File: src/rtl/u2a_pkg.sv
// Shared types, sizes and the transliteration table of the UTF-8 to ASCII block.
// No dependencies; every other file of the block imports this package.
`default_nettype none

package u2a_pkg;

  // Field widths.
  localparam int BYTE_W = 8;
  localparam int CHAR_W = 7;
  localparam int LEN_W  = 16;
  localparam int CP_W   = 21;
  localparam int REM_W  = 2;

  // Longest replacement, in characters.
  localparam int MAX_REP = 3;
  localparam int NREP_W  = 2;

  // Job queue between the front and the back.
  localparam int Q_DEPTH = 4;
  localparam int Q_AW    = $clog2(Q_DEPTH);
  localparam int Q_CW    = $clog2(Q_DEPTH + 1);

  // Output size after reset.
  localparam logic [LEN_W-1:0] OUT_SIZE_RST = 16'd64;

  // Action codes of the input item.
  localparam logic ACT_DATA = 1'b0;
  localparam logic ACT_END  = 1'b1;

  // Lead byte patterns.
  localparam logic [2:0] LEAD2_PAT = 3'b110;
  localparam logic [3:0] LEAD3_PAT = 4'b1110;
  localparam logic [4:0] LEAD4_PAT = 5'b11110;

  localparam logic [BYTE_W-1:0] UNKNOWN_CHAR = "?";

  // A replacement: 0 to 3 characters, the first in chars[0].
  typedef struct packed {
    logic [NREP_W-1:0]               len;
    logic [MAX_REP-1:0][CHAR_W-1:0]  chars;
  } xlat_t;

  // One unit of work for the back: the characters to emit, whether the
  // string closes after them, and the length before the first of them.
  typedef struct packed {
    logic [MAX_REP-1:0][CHAR_W-1:0]  chars;
    logic [NREP_W-1:0]               nchar;
    logic                            term;
    logic [LEN_W-1:0]                base;
  } job_t;

  function automatic xlat_t xl_none();
    xlat_t r;
    r = '0;
    return r;
  endfunction

  function automatic xlat_t xl_one(input logic [BYTE_W-1:0] a);
    xlat_t r;
    r          = '0;
    r.len      = 2'd1;
    r.chars[0] = a[CHAR_W-1:0];
    return r;
  endfunction

  function automatic xlat_t xl_two(input logic [BYTE_W-1:0] a, input logic [BYTE_W-1:0] b);
    xlat_t r;
    r          = '0;
    r.len      = 2'd2;
    r.chars[0] = a[CHAR_W-1:0];
    r.chars[1] = b[CHAR_W-1:0];
    return r;
  endfunction

  function automatic xlat_t xl_three(input logic [BYTE_W-1:0] a, input logic [BYTE_W-1:0] b,
                                     input logic [BYTE_W-1:0] c);
    xlat_t r;
    r          = '0;
    r.len      = 2'd3;
    r.chars[0] = a[CHAR_W-1:0];
    r.chars[1] = b[CHAR_W-1:0];
    r.chars[2] = c[CHAR_W-1:0];
    return r;
  endfunction

  // Transliteration of Polish, Russian and Ukrainian letters. Anything not
  // listed becomes a question mark; the hard and soft signs vanish.
  function automatic xlat_t xlat_lookup(input logic [CP_W-1:0] cp);
    xlat_t r;
    unique case (cp)
      21'h000104: r = xl_one("A");   21'h000105: r = xl_one("a");
      21'h000106: r = xl_one("C");   21'h000107: r = xl_one("c");
      21'h000118: r = xl_one("E");   21'h000119: r = xl_one("e");
      21'h000141: r = xl_one("L");   21'h000142: r = xl_one("l");
      21'h000143: r = xl_one("N");   21'h000144: r = xl_one("n");
      21'h0000D3: r = xl_one("O");   21'h0000F3: r = xl_one("o");
      21'h00015A: r = xl_one("S");   21'h00015B: r = xl_one("s");
      21'h000179: r = xl_one("Z");   21'h00017A: r = xl_one("z");
      21'h00017B: r = xl_one("Z");   21'h00017C: r = xl_one("z");
      21'h000410: r = xl_one("A");   21'h000430: r = xl_one("a");
      21'h000411: r = xl_one("B");   21'h000431: r = xl_one("b");
      21'h000412: r = xl_one("V");   21'h000432: r = xl_one("v");
      21'h000413: r = xl_one("G");   21'h000433: r = xl_one("g");
      21'h000414: r = xl_one("D");   21'h000434: r = xl_one("d");
      21'h000415: r = xl_one("E");   21'h000435: r = xl_one("e");
      21'h000401: r = xl_one("E");   21'h000451: r = xl_one("e");
      21'h000416: r = xl_two("Z", "h");   21'h000436: r = xl_two("z", "h");
      21'h000417: r = xl_one("Z");   21'h000437: r = xl_one("z");
      21'h000418: r = xl_one("I");   21'h000438: r = xl_one("i");
      21'h000419: r = xl_one("J");   21'h000439: r = xl_one("j");
      21'h00041A: r = xl_one("K");   21'h00043A: r = xl_one("k");
      21'h00041B: r = xl_one("L");   21'h00043B: r = xl_one("l");
      21'h00041C: r = xl_one("M");   21'h00043C: r = xl_one("m");
      21'h00041D: r = xl_one("N");   21'h00043D: r = xl_one("n");
      21'h00041E: r = xl_one("O");   21'h00043E: r = xl_one("o");
      21'h00041F: r = xl_one("P");   21'h00043F: r = xl_one("p");
      21'h000420: r = xl_one("R");   21'h000440: r = xl_one("r");
      21'h000421: r = xl_one("S");   21'h000441: r = xl_one("s");
      21'h000422: r = xl_one("T");   21'h000442: r = xl_one("t");
      21'h000423: r = xl_one("U");   21'h000443: r = xl_one("u");
      21'h000424: r = xl_one("F");   21'h000444: r = xl_one("f");
      21'h000425: r = xl_two("K", "h");   21'h000445: r = xl_two("k", "h");
      21'h000426: r = xl_two("T", "s");   21'h000446: r = xl_two("t", "s");
      21'h000427: r = xl_two("C", "h");   21'h000447: r = xl_two("c", "h");
      21'h000428: r = xl_two("S", "h");   21'h000448: r = xl_two("s", "h");
      21'h000429: r = xl_three("S", "c", "h");
      21'h000449: r = xl_three("s", "c", "h");
      21'h00042A: r = xl_none();     21'h00044A: r = xl_none();
      21'h00042B: r = xl_one("Y");   21'h00044B: r = xl_one("y");
      21'h00042C: r = xl_none();     21'h00044C: r = xl_none();
      21'h00042D: r = xl_one("E");   21'h00044D: r = xl_one("e");
      21'h00042E: r = xl_two("Y", "u");   21'h00044E: r = xl_two("y", "u");
      21'h00042F: r = xl_two("Y", "a");   21'h00044F: r = xl_two("y", "a");
      21'h000404: r = xl_two("Y", "e");   21'h000454: r = xl_two("y", "e");
      21'h000406: r = xl_one("I");   21'h000456: r = xl_one("i");
      21'h000407: r = xl_two("Y", "i");   21'h000457: r = xl_two("y", "i");
      21'h000490: r = xl_one("G");   21'h000491: r = xl_one("g");
      default:    r = xl_one(UNKNOWN_CHAR);
    endcase
    return r;
  endfunction

endpackage

`default_nettype wire

File: src/rtl/u2a_front.sv
// Front end: accepts bytes, gathers UTF-8 sequences, transliterates them and
// checks each replacement against the output size. Depends on u2a_pkg.
`default_nettype none

module u2a_front (
  input  wire                       clk,
  input  wire                       rst_n,
  input  wire                       in_accept,
  input  wire                       in_action,
  input  wire [u2a_pkg::BYTE_W-1:0] in_byte,
  input  wire                       cfg_wr,
  input  wire [u2a_pkg::LEN_W-1:0]  cfg_out_size,
  output logic                      q_wr,
  output u2a_pkg::job_t             q_job
);
  import u2a_pkg::*;

  logic [CP_W-1:0]  pc_r, pc_nxt;
  logic [REM_W-1:0] rem_r, rem_nxt;
  logic [LEN_W-1:0] cnt_r, cnt_nxt;
  logic             stop_r, stop_nxt;
  logic [LEN_W-1:0] size_r;

  logic             term;
  logic             map_en;
  logic             asc_en;
  logic [CP_W-1:0]  map_cp;
  logic [CP_W-1:0]  shifted;
  xlat_t            looked;
  xlat_t            rep;
  logic             fit;
  logic             emit;
  logic             refuse;

  // Sequence assembly: decides what, if anything, this item asks to emit.
  always_comb begin
    pc_nxt  = pc_r;
    rem_nxt = rem_r;
    term    = 1'b0;
    map_en  = 1'b0;
    asc_en  = 1'b0;
    shifted = {pc_r[CP_W-7:0], in_byte[5:0]};
    map_cp  = pc_r;
    if (in_accept) begin
      if (in_action == ACT_END) begin
        term    = 1'b1;
        map_en  = (rem_r != '0);
        pc_nxt  = '0;
        rem_nxt = '0;
      end else if (in_byte != '0) begin
        priority if (rem_r != '0) begin
          pc_nxt  = shifted;
          rem_nxt = rem_r - 2'd1;
          map_en  = (rem_r == 2'd1);
          map_cp  = shifted;
        end else if (!in_byte[7]) begin
          asc_en = 1'b1;
        end else if (in_byte[7:5] == LEAD2_PAT) begin
          pc_nxt  = {16'd0, in_byte[4:0]};
          rem_nxt = 2'd1;
        end else if (in_byte[7:4] == LEAD3_PAT) begin
          pc_nxt  = {17'd0, in_byte[3:0]};
          rem_nxt = 2'd2;
        end else if (in_byte[7:3] == LEAD4_PAT) begin
          pc_nxt  = {18'd0, in_byte[2:0]};
          rem_nxt = 2'd3;
        end else begin
          // Stray continuation or invalid lead byte: dropped.
          pc_nxt = pc_r;
        end
      end
    end
  end

  // Replacement selection and the capacity check.
  always_comb begin
    looked = xlat_lookup(map_cp);
    if (asc_en) begin
      rep = xl_one(in_byte);
    end else if (map_en) begin
      rep = looked;
    end else begin
      rep = xl_none();
    end
    fit    = ({1'b0, cnt_r} + (LEN_W+1)'(rep.len) + (LEN_W+1)'(1)) <= {1'b0, size_r};
    emit   = !stop_r && (rep.len != '0) && fit;
    refuse = !stop_r && (rep.len != '0) && !fit;
    if (term) begin
      cnt_nxt  = '0;
      stop_nxt = 1'b0;
    end else begin
      cnt_nxt  = emit ? cnt_r + LEN_W'(rep.len) : cnt_r;
      stop_nxt = stop_r | refuse;
    end
  end

  // Request toward the job queue.
  always_comb begin
    q_job.chars = rep.chars;
    q_job.nchar = emit ? rep.len : '0;
    q_job.term  = term;
    q_job.base  = cnt_r;
    q_wr        = in_accept && (emit || term);
  end

  // String state and the size register.
  always_ff @(posedge clk) begin
    if (!rst_n) begin
      pc_r   <= '0;
      rem_r  <= '0;
      cnt_r  <= '0;
      stop_r <= 1'b0;
      size_r <= OUT_SIZE_RST;
    end else begin
      pc_r   <= pc_nxt;
      rem_r  <= rem_nxt;
      cnt_r  <= cnt_nxt;
      stop_r <= stop_nxt;
      if (cfg_wr) begin
        size_r <= cfg_out_size;
      end
    end
  end

  // The end item leaves a clean string state.
  a_end_clears: assert property (@(posedge clk) disable iff (!rst_n)
    (in_accept && in_action == ACT_END) |=> (cnt_r == '0 && !stop_r && rem_r == '0))
    else $error("string state not cleared after end item");

  // Only the end item may send a job without characters.
  a_job_nonempty: assert property (@(posedge clk) disable iff (!rst_n)
    (q_wr && !q_job.term) |-> (q_job.nchar != '0))
    else $error("empty job queued");

  // Once stopped, no characters are queued until the string ends.
  a_stop_quiet: assert property (@(posedge clk) disable iff (!rst_n)
    (stop_r && q_wr) |-> (q_job.nchar == '0))
    else $error("characters emitted after refusal");

endmodule

`default_nettype wire

File: src/rtl/u2a_queue.sv
// Small job queue that decouples the front end from the result sequencer.
// Depends on u2a_pkg for the job type and depth.
`default_nettype none

module u2a_queue (
  input  wire            clk,
  input  wire            rst_n,
  input  wire            wr,
  input  u2a_pkg::job_t  wr_job,
  input  wire            rd,
  output u2a_pkg::job_t  rd_job,
  output logic           full,
  output logic           empty
);
  import u2a_pkg::*;

  job_t            mem_r [Q_DEPTH];
  logic [Q_AW-1:0] wp_r;
  logic [Q_AW-1:0] rp_r;
  logic [Q_CW-1:0] count_r;

  assign full   = (count_r == Q_CW'(Q_DEPTH));
  assign empty  = (count_r == '0);
  assign rd_job = mem_r[rp_r];

  // Entry storage.
  always_ff @(posedge clk) begin
    if (wr) begin
      mem_r[wp_r] <= wr_job;
    end
  end

  // Pointers and fill level.
  always_ff @(posedge clk) begin
    if (!rst_n) begin
      wp_r    <= '0;
      rp_r    <= '0;
      count_r <= '0;
    end else begin
      if (wr) begin
        wp_r <= wp_r + Q_AW'(1);
      end
      if (rd) begin
        rp_r <= rp_r + Q_AW'(1);
      end
      if (wr && !rd) begin
        count_r <= count_r + Q_CW'(1);
      end else if (rd && !wr) begin
        count_r <= count_r - Q_CW'(1);
      end
    end
  end

  a_no_overflow: assert property (@(posedge clk) disable iff (!rst_n)
    wr |-> (!full || rd))
    else $error("job queue overflow");

  a_no_underflow: assert property (@(posedge clk) disable iff (!rst_n)
    rd |-> !empty)
    else $error("job queue underflow");

endmodule

`default_nettype wire

File: src/rtl/u2a_back.sv
// Result sequencer: takes jobs from the queue and presents their results on
// the output queue interface, one per cycle while pop is high. Depends on u2a_pkg.
`default_nettype none

module u2a_back (
  input  wire                       clk,
  input  wire                       rst_n,
  input  wire                       q_empty,
  input  u2a_pkg::job_t             q_job,
  output logic                      q_rd,
  input  wire                       pop,
  output logic                      empty,
  output logic [u2a_pkg::CHAR_W-1:0] out_char,
  output logic                      out_terminator,
  output logic [u2a_pkg::LEN_W-1:0] out_length,
  output logic                      out_last
);
  import u2a_pkg::*;

  job_t              cur_r;
  logic              cur_v_r;
  logic [NREP_W-1:0] idx_r;

  logic [NREP_W:0]   total;
  logic [NREP_W-1:0] last_idx;
  logic              is_char;
  logic              final_res;
  logic              advance;
  logic [NREP_W:0]   len_add;

  // Position within the current job.
  always_comb begin
    total     = {1'b0, cur_r.nchar} + {{NREP_W{1'b0}}, cur_r.term};
    last_idx  = NREP_W'(total - (NREP_W+1)'(1));
    is_char   = (idx_r < cur_r.nchar);
    final_res = (idx_r == last_idx);
    advance   = pop && cur_v_r;
    q_rd      = !q_empty && (!cur_v_r || (advance && final_res));
  end

  // Result fields from the current job.
  always_comb begin
    empty = !cur_v_r;
    if (is_char) begin
      unique case (idx_r)
        2'd0:    out_char = cur_r.chars[0];
        2'd1:    out_char = cur_r.chars[1];
        default: out_char = cur_r.chars[2];
      endcase
      len_add        = {1'b0, idx_r} + (NREP_W+1)'(1);
      out_terminator = 1'b0;
      out_last       = !cur_r.term && (idx_r == cur_r.nchar - NREP_W'(1));
    end else begin
      out_char       = '0;
      len_add        = {1'b0, cur_r.nchar};
      out_terminator = 1'b1;
      out_last       = 1'b1;
    end
    out_length = cur_r.base + LEN_W'(len_add);
  end

  // Job register and result index.
  always_ff @(posedge clk) begin
    if (!rst_n) begin
      cur_v_r <= 1'b0;
      idx_r   <= '0;
    end else if (q_rd) begin
      cur_v_r <= 1'b1;
      idx_r   <= '0;
    end else if (advance) begin
      if (final_res) begin
        cur_v_r <= 1'b0;
        idx_r   <= '0;
      end else begin
        idx_r <= idx_r + NREP_W'(1);
      end
    end
  end

  always_ff @(posedge clk) begin
    if (q_rd) begin
      cur_r <= q_job;
    end
  end

  a_idx_range: assert property (@(posedge clk) disable iff (!rst_n)
    cur_v_r |-> (idx_r <= last_idx))
    else $error("result index past end of job");

  a_job_valid: assert property (@(posedge clk) disable iff (!rst_n)
    cur_v_r |-> (cur_r.nchar != '0 || cur_r.term))
    else $error("sequencer holds an empty job");

endmodule

`default_nettype wire

File: src/rtl/utf8_to_ascii_transliterator.sv
// Top level of the UTF-8 to ASCII transliterator.
// Instantiates u2a_front, u2a_queue and u2a_back; depends on u2a_pkg.
`default_nettype none

// Bytes of a UTF-8 string enter through push/full, one per cycle while full
// is low, and the string is closed by an item with in_action high. Nonzero
// ASCII bytes pass through, two- to four-byte sequences are transliterated to
// zero to three Latin letters (unknown letters give '?'), and the end item
// yields a terminator result carrying the string length. Results leave
// through empty/pop, one per cycle while pop is high. The front end handles
// every byte in the cycle it is accepted; an item yields 0 to 3 results (up
// to 4 for an end item closing a truncated sequence), and sustained throughput
// is bounded by the one-result-per-cycle result sequencer. A four-entry job
// queue absorbs short bursts. cfg_ready is always high; change the output size
// only while no string is in flight. There is no initialization period after
// reset.
module utf8_to_ascii_transliterator (
  input  wire                        clk,
  input  wire                        rst_n,
  input  wire                        push,
  output logic                       full,
  input  wire                        in_action,
  input  wire [u2a_pkg::BYTE_W-1:0]  in_byte,
  output logic                       empty,
  input  wire                        pop,
  output logic [u2a_pkg::CHAR_W-1:0] out_char,
  output logic                       out_terminator,
  output logic [u2a_pkg::LEN_W-1:0]  out_length,
  output logic                       out_last,
  input  wire                        cfg_valid,
  output logic                       cfg_ready,
  input  wire [u2a_pkg::LEN_W-1:0]   cfg_out_size
);
  import u2a_pkg::*;

  logic  in_accept;
  logic  q_wr;
  logic  q_rd;
  logic  q_empty;
  job_t  wr_job;
  job_t  rd_job;

  assign cfg_ready = 1'b1;
  assign in_accept = push && !full;

  u2a_front u_front (
    .clk          (clk),
    .rst_n        (rst_n),
    .in_accept    (in_accept),
    .in_action    (in_action),
    .in_byte      (in_byte),
    .cfg_wr       (cfg_valid && cfg_ready),
    .cfg_out_size (cfg_out_size),
    .q_wr         (q_wr),
    .q_job        (wr_job)
  );

  u2a_queue u_queue (
    .clk    (clk),
    .rst_n  (rst_n),
    .wr     (q_wr),
    .wr_job (wr_job),
    .rd     (q_rd),
    .rd_job (rd_job),
    .full   (full),
    .empty  (q_empty)
  );

  u2a_back u_back (
    .clk            (clk),
    .rst_n          (rst_n),
    .q_empty        (q_empty),
    .q_job          (rd_job),
    .q_rd           (q_rd),
    .pop            (pop),
    .empty          (empty),
    .out_char       (out_char),
    .out_terminator (out_terminator),
    .out_length     (out_length),
    .out_last       (out_last)
  );

endmodule

`default_nettype wire

File: config.mk
export PLATFORM = sky130hd
export DESIGN_NAME = utf8_to_ascii_transliterator
export DESIGN_NICKNAME = d
export VERILOG_FILES = /design/src/rtl/u2a_pkg.sv /design/src/rtl/u2a_front.sv /design/src/rtl/u2a_queue.sv /design/src/rtl/u2a_back.sv /design/src/rtl/utf8_to_ascii_transliterator.sv
export SDC_FILE = /design/constraint.sdc
export NUM_CORES = 1
export LEC_CHECK = 0
export BUFFER_PORTS_ARGS = -buffer_cell sky130_fd_sc_hd__buf_4
export CAP_MARGIN = 5
export CORE_ASPECT_RATIO = 0.5
export CORE_MARGIN = 10
export CORE_UTILIZATION = 50
export DETAILED_ROUTE_END_ITERATION = 10
export PLACE_DENSITY = 0.66
export RECOVER_POWER = 100
export SETUP_SLACK_MARGIN = 0.3
export SLEW_MARGIN = 10
export SYNTH_ARGS = -nofsm -noshare
export SYNTH_HDL_FRONTEND = slang
export SYNTH_SLANG_ARGS = --single-unit
File: constraint.sdc
create_clock -name clk -period 8.6 [get_ports clk]
set_clock_uncertainty 0.1 [all_clocks]
set_input_delay 1.72 -clock clk [delete_from_list [all_inputs] [get_ports clk]]
set_output_delay 1.72 -clock clk [all_outputs]
set_load 0.02 [all_outputs]
# Yosys cells after proc, flatten, opt, wreduce, memory -nomap -nowiden

Memory sizes are Yosys's and may differ from the RTL's. A register that Yosys moved wholly into a read port is not among the register bits.
Cells that the tools add are included.

Bitwise gates (word level): 2
Multiplexer cells: 46
Eq/ne operators: 100
$add $sub $neg: 14
Reductions and logical operators: 55
Order comparisons: 2

Operator list:

| cell                  | number |
|---|---|
| $eq 21x11->1 const B  | 74 |
| $pmux 23 s65          | 1 |
| $eq 21x9->1 const B   | 16 |
| $mux 21               | 11 |
| $mux 23               | 2 |
| $eq 21x8->1 const B   | 2 |
| $reduce_or 2->1       | 16 |
| $mux 1                | 18 |
| $mux 2                | 9 |
| $add 16x2->17         | 1 |
| $add 17x1->17 const B | 1 |
| $le 17x16->1          | 1 |
| $add 16x2->16         | 1 |
| $add 16x3->16         | 1 |
| $pmux 7 s2            | 1 |
| $reduce_bool 2->1     | 6 |
| $reduce_or 4->1       | 3 |
| $logic_and 1x1->1     | 11 |
| $mux 3                | 3 |
| $logic_not 1->1       | 8 |
| $reduce_bool 8->1     | 1 |
| $mux 7                | 1 |
| $add 2x1->2 const B   | 3 |
| $eq 3x3->1 const B    | 2 |
| other kinds (20)      | 26 |

Output and inout port bits: 28
Memories kept: 1
Word-level logic and storage cells: 230
RAM bits: 160
Register bits: 66

Memory list:

| memory        | depth | width | rd ports | clocked after memory_dff | wr ports | line            | source |
|---|---|---|---|---|---|---|---|
| u_queue.mem_r | 4     | 40    | 1        | 1                        | 1        | u2a_queue.sv:17 | `job_t mem_r [Q_DEPTH];` |

# Logic depth before layout (Yosys ltp)

Depth after elaboration: 20
Gate-level depth with buffers: 33
Gate-level depth less buffers: 29

# Cells and area by module

From an unflattened synthesis, not the netlist that was laid out.

Cells, all modules: 1293
Area total of the unflattened synthesis: 14726.6 µm²

Modules (own cells, without submodules):

| module                       | times used | cells an instance | area each (µm²) |
|---|---|---|---|
| u2a_front                    | 1          | 892               | 6459.9 |
| u2a_queue                    | 1          | 252               | 6262.3 |
| u2a_back                     | 1          | 146               | 1979.4 |
| utf8_to_ascii_transliterator | 1          | 3                 | 25.0 |

# Worst setup path after synthesis

OpenSTA, ideal clock, no wires.

Kind: input-to-reg
From: input port in_byte[4] (netlist bit)
To: register u_queue.count_r[2]
Arrival time: 7.547 ns
Stages: 31
Required time: 8.424 ns
Path slack: 0.877 ns
Library setup time: 0.076 ns
Path through: buf_2 > nor4_4 > and2_1 > buf_4 > nor2_2 > o31a_1 > a211oi_1 > nand2_1 > nand3_1 > a21o_1 > inv_1 > ha_1 > fa_1 > nor3_1 > nand3_1 > xnor2_1 > ha_1 > and3_1 > nand4_1 > or4_1 > o211ai_1 > o21ai_0 > nor2_2 > o21a_1 > buf_2 > ha_1 > inv_1 > fa_1 > xor2_1 > or3_1 > a21boi_0

Cells in the longest elaborated chain, start to end: 18

Ends and longest elaborated chain:

| what                                                     | line                               | source |
|---|---|---|
| start: declaration                                       | utf8_to_ascii_transliterator.sv:23 | `input wire [u2a_pkg::BYTE_W-1:0] in_byte,` |
| $reduce_bool 8->1 / $mux 21 (equally long branches)      | u2a_front.sv:50, u2a_front.sv:51   |  |
| $mux 21                                                  | u2a_front.sv:50                    | `end else if (in_byte != '0) begin` |
| $mux 21                                                  | u2a_front.sv:45                    | `if (in_action == ACT_END) begin` |
| $mux 21                                                  | u2a_front.sv:44                    | `if (in_accept) begin` |
| $eq 21x9->1 (tied with other cells)                      | u2a_pkg.sv:90                      | `unique case (cp)` |
| $reduce_or 4->1 (no source line) (tied with other cells) | --                                 |  |
| $pmux 23 s65                                             | u2a_pkg.sv:90                      |  |
| $mux 23                                                  | u2a_front.sv:80                    | `end else if (map_en) begin` |
| [... 3 more ...]                                         | --                                 |  |
| $le 17x16->1                                             | u2a_front.sv:85                    | `fit = ({1'b0, cnt_r} + (LEN_W+1)'(rep.len) + (LEN_W+1)'(1)) <= {1'b0, size_r};` |
| $logic_and 1x1->1 (*)                                    | u2a_front.sv:86                    | `emit = !stop_r && (rep.len != '0) && fit;` |
| $logic_or 1x1->1 (*)                                     | u2a_front.sv:103                   | `q_wr = in_accept && (emit \|\| term);` |
| $logic_and 1x1->1 (*)                                    | u2a_front.sv:103                   |  |
| named net q_wr                                           | utf8_to_ascii_transliterator.sv:37 | `logic q_wr;` |
| $logic_not 1->1                                          | u2a_queue.sv:48                    | `end else if (rd && !wr) begin` |
| $logic_and 1x1->1                                        | u2a_queue.sv:48                    |  |
| $reduce_bool 2->1 (no source line)                       | --                                 |  |
| end signal: assignment                                   | u2a_queue.sv:47                    | `count_r <= count_r + Q_CW'(1);` |
| end signal: assignment                                   | u2a_queue.sv:49                    | `count_r <= count_r - Q_CW'(1);` |
| end: declaration                                         | u2a_queue.sv:20                    | `logic [Q_CW-1:0] count_r;` |

Mark *: on every way through the listed nets, which the timed path passes. The rest lies on a longest branch.
A chain may end at the register's enable or synchronous reset.

# Final worst setup path

From: input port in_byte[3] (netlist bit)
To: register u_queue.count_r[2]

Cells in the longest elaborated chain, start to end: 18

Ends and longest elaborated chain:

| what                                                     | line |
|---|---|
| $reduce_bool 8->1 / $mux 21 (equally long branches)      | u2a_front.sv:50, u2a_front.sv:51 |
| $mux 21                                                  | u2a_front.sv:50 |
| $mux 21                                                  | u2a_front.sv:45 |
| $mux 21                                                  | u2a_front.sv:44 |
| $eq 21x9->1 (tied with other cells)                      | u2a_pkg.sv:90 |
| $reduce_or 4->1 (no source line) (tied with other cells) | -- |
| $pmux 23 s65                                             | u2a_pkg.sv:90 |
| $mux 23                                                  | u2a_front.sv:80 |
| [... 2 more ...]                                         | -- |
| $add 17x1->17                                            | u2a_front.sv:85 |
| $le 17x16->1                                             | u2a_front.sv:85 |
| $logic_and 1x1->1 (*)                                    | u2a_front.sv:86 |
| $logic_or 1x1->1 (*)                                     | u2a_front.sv:103 |
| $logic_and 1x1->1 (*)                                    | u2a_front.sv:103 |
| $logic_not 1->1                                          | u2a_queue.sv:48 |
| $logic_and 1x1->1                                        | u2a_queue.sv:48 |
| $reduce_bool 2->1 (no source line)                       | -- |

Every way passes the cells marked *; elsewhere a longest branch is shown, timed or not.

==> impl_metrics.csv <==
group,metric,value,unit
timing,worst_pin_slew,2240,ps
logic_synthesis,synth-seq-cells,231,
critical_path,end_kind,"flip-flop",
timing,rsz0062_at_grt,"no",
job,max_cap_violations,2,
critical_path,startpoint_type,"input pin",
critical_path,path_class,"input pin to flip-flop",
detailed_routing,ant_nets,0,
detailed_routing,detail_route.wl_per_cell,24.2,µm
floorplan,initial_core_util,51.0,%
critical_path,slowest_stage,"a2111oi_1",
timing,period_minus_slack,8040,ps
detailed_routing,viasPerCell,6.26,
critical_path,cpPeakStageDelay,490,ps
placement,io_buffer_count,56,
floorplan,core_area,0.0253,mm²
floorplan,dieArea,0.0330,mm²
global_route,grt_max_degree,53,
floorplan,rows,41,
global_route,grt_antenna_before_repair,0,
logic_synthesis,async_flop_share,0,%
logic_synthesis,syn_avg_cell_area,11.0,µm²
logic_synthesis,synth-edff-count,165,
cts,cts_tree,"yes",
critical_path,cp_max_fo,15,
placement,placed_area,0.0137,mm²
floorplan,die_w,247,µm
cells_and_area,fin_area,0.0143,mm²
outcome,violations,"capacitance limit, slew limit",
cells_and_area,utilization,56.5,%
logic_synthesis,synth_seq_area_share,48.7,%
pwr,power,3.37,mW
floorplan,num_io_pins,58,
cts,clock_sinks,231,
logic_synthesis,synthCells,1176,
cells_and_area,nets,1279,
cts,cts_setup_buffers,0,
detailed_routing,first_pass_iters,8,
global_route,overflow,0,
timing,hold_viol_final,0,
pwr,ir_worst_vdd,0.137,mV
cts,cts_buffers,22,
cells_and_area,drive_gt1_share,13.1,%
global_route,grt_pass1_vias,9749,
critical_path,path_delay_family,"compound AO/OA/AOI/OAI gates",
placement,gp_congestion,0.971,
logic_synthesis,yosysUniqueCellTypes,96,
floorplan,dieHeight,134,µm
critical_path,cp.arrival,8360,ps
detailed_routing,drt_wl_total,38000,µm
cts,clkLatencyLatePin,510,ps
logic_synthesis,synth_warnings,0,
logic_synthesis,mappedNetlistArea,0.0129,mm²
timing,slew_violations,58,
cells_and_area,area.growth.synth_to_final,10.8,%
detailed_routing,vias,9845,
detailed_routing,drc,0,
critical_path,path_buf_inv,4,
logic_synthesis,synth_ff_type,"edfxtp_1",
global_route,grtUsageTotal,22.8,%
timing,fmax,124,MHz
critical_path,worst_path_most_repeated_cell,"ha_1",
min_path,hold_path_class,"flip-flop to flip-flop",
detailed_routing,dr.first_iter.drc_count,886,
cells_and_area,diodes,0,
critical_path,crit_required,8920,ps
pwr,power_density,236,mW/mm²
outcome,status,"finished, violations left",
global_route,grt_pass1_wl,59300,µm
cts,root_buffer,"clkbuf_16",
pwr,leakage,4.97,nW
cts,clockBufferDepth,3,
logic_synthesis,synth_nets,1243,
timing,period_share,93.5,%
placement,post-dp-hpwl,27200,µm
timing,hold-worst-slack,358,ps
cts,htreeDepth,1,
timing,relSlewSlack,-49.5,%
cts,cts.reportedPaths.clkPinSlew,60,ps
timing,setup_viol,0,
-- report_power, final --
part	switching (mW)	leakage [nW]	internal (mW)
Combinational	0.573	2.60	0.327
Sequential	0.0976	2.02	1.39
Clock	0.400	0.355	0.587
-- path summary, 6_finish.rpt --
kind,cells past startpoint,slack (ps),startpoint,end
worst max-delay path,27,560,in_byte[3],u_queue.count_r[2]
worst min register to register,2,360,u_front.pc_r[16],u_front.pc_r[16]
worst min-delay path,2,360,u_front.pc_r[16],u_front.pc_r[16]
worst max register to register,24,1240,u_front.pc_r[7],u_queue.count_r[2]
-- cell type report --
class | count | area [µm²]
Clock buffer | 27 | 599
Clock inverter | 13 | 151
Fill cell | 2175 | 11000
Inverter | 43 | 161
Multi-Input combinational cell | 818 | 6060
Sequential cell | 231 | 6280
Tap cell | 344 | 430
Timing Repair Buffer | 96 | 609
-- flip-flops by register name, indices dropped and copies added (netlist names) --
name	cells
u_back.idx_r	2
u_queue.rp_r	2
u_front.pc_r	21
u_front.cnt_r	16
u_front.rem_r	2
u_queue.wp_r	2
u_back.cur_v_r	1
u_back.cur_r	33
u_front.stop_r	1
u_queue.count_r	3
u_queue.mem_r	132
u_front.size_r	16
-- logic make-up after synthesis --
kind of cell	share of synthesized area (%)
simple gates	18.3
compound gates	13.5
flops	48.7
buf+inv	4.12
mux	8.11
xor+xnor	3.40
fa+ha+maj	3.82
other cells	0.0291
-- tightest hold or removal path, cell delays in order (launching register included) --
cell and delay [ps]:
dfxtp_1 310, nand2_1 40, a21boi_0 60
-- synthesized netlist by cell type, drive strengths merged, types with 18 or more instances --
library cell	n	area share, %
a21oi	37	1.6
a22oi	19	1.1
buf	33	1.4
clkbuf	51	1.5
dfxtp	66	10
edfxtp	165	38
ha	33	3.2
inv	42	1.2
mux2i	28	2.2
mux4	33	5.8
nand2	95	2.8
nand2b	22	1.1
nand3	51	2.0
nand4	26	1.3
nor2	59	1.8
nor2b	46	2.2
nor3	24	0.93
nor4	19	1.1
o21ai	48	1.9
o31ai	18	1.0
xnor2	33	2.2
-- layer usage --
| layer | GRT usage, % | vias up | part of all wire (%) |
|---|---|---|---|
| li1 | - | 4531 | - |
| met1 | 31.3 | 4830 | 44 |
| met3 | 2.41 | 94 | 5.7 |
| met2 | 36.2 | 390 | 46 |
| met5 | 0 | - | 0 |
| met4 | 9.62 | 0 | 4.6 |
-- cells in the final DEF (no fill, tap or decap), drive strengths merged, types with 9 or more instances in the layout --
master  instances
a31oi          10
a22oi          19
and2           16
nand2b         22
nand4          26
clkbuf         63
nor3           24
buf            60
mux4           33
nor2           59
or3            11
xnor2          33
xor2           17
nor2b          46
a21boi         15
nand3          51
o31ai          18
dfxtp          66
edfxtp        165
and3           13
a21oi          37
mux2i          28
nor4           19
inv            42
nand2          95
o21a            9
o21ai          48
ha             33
-- repair_timing --
action / CTS / global route
gates resized for setup: 0 / 7
hold buffers: 0 / 0
setup endpoints to repair: 0 / 103
-- stage by stage --
step	worst slack (ps)	cells	TNS (ps)
2_1_floorplan	877	1176	0
3_3_place_gp	187	1532	0
3_5_place_dp	-23.3	1532	-23.3
4_1_cts	468	1572	0
5_1_grt	204	1572	0
6_report	563	1572	0
(Power assumes the default switching activity.)
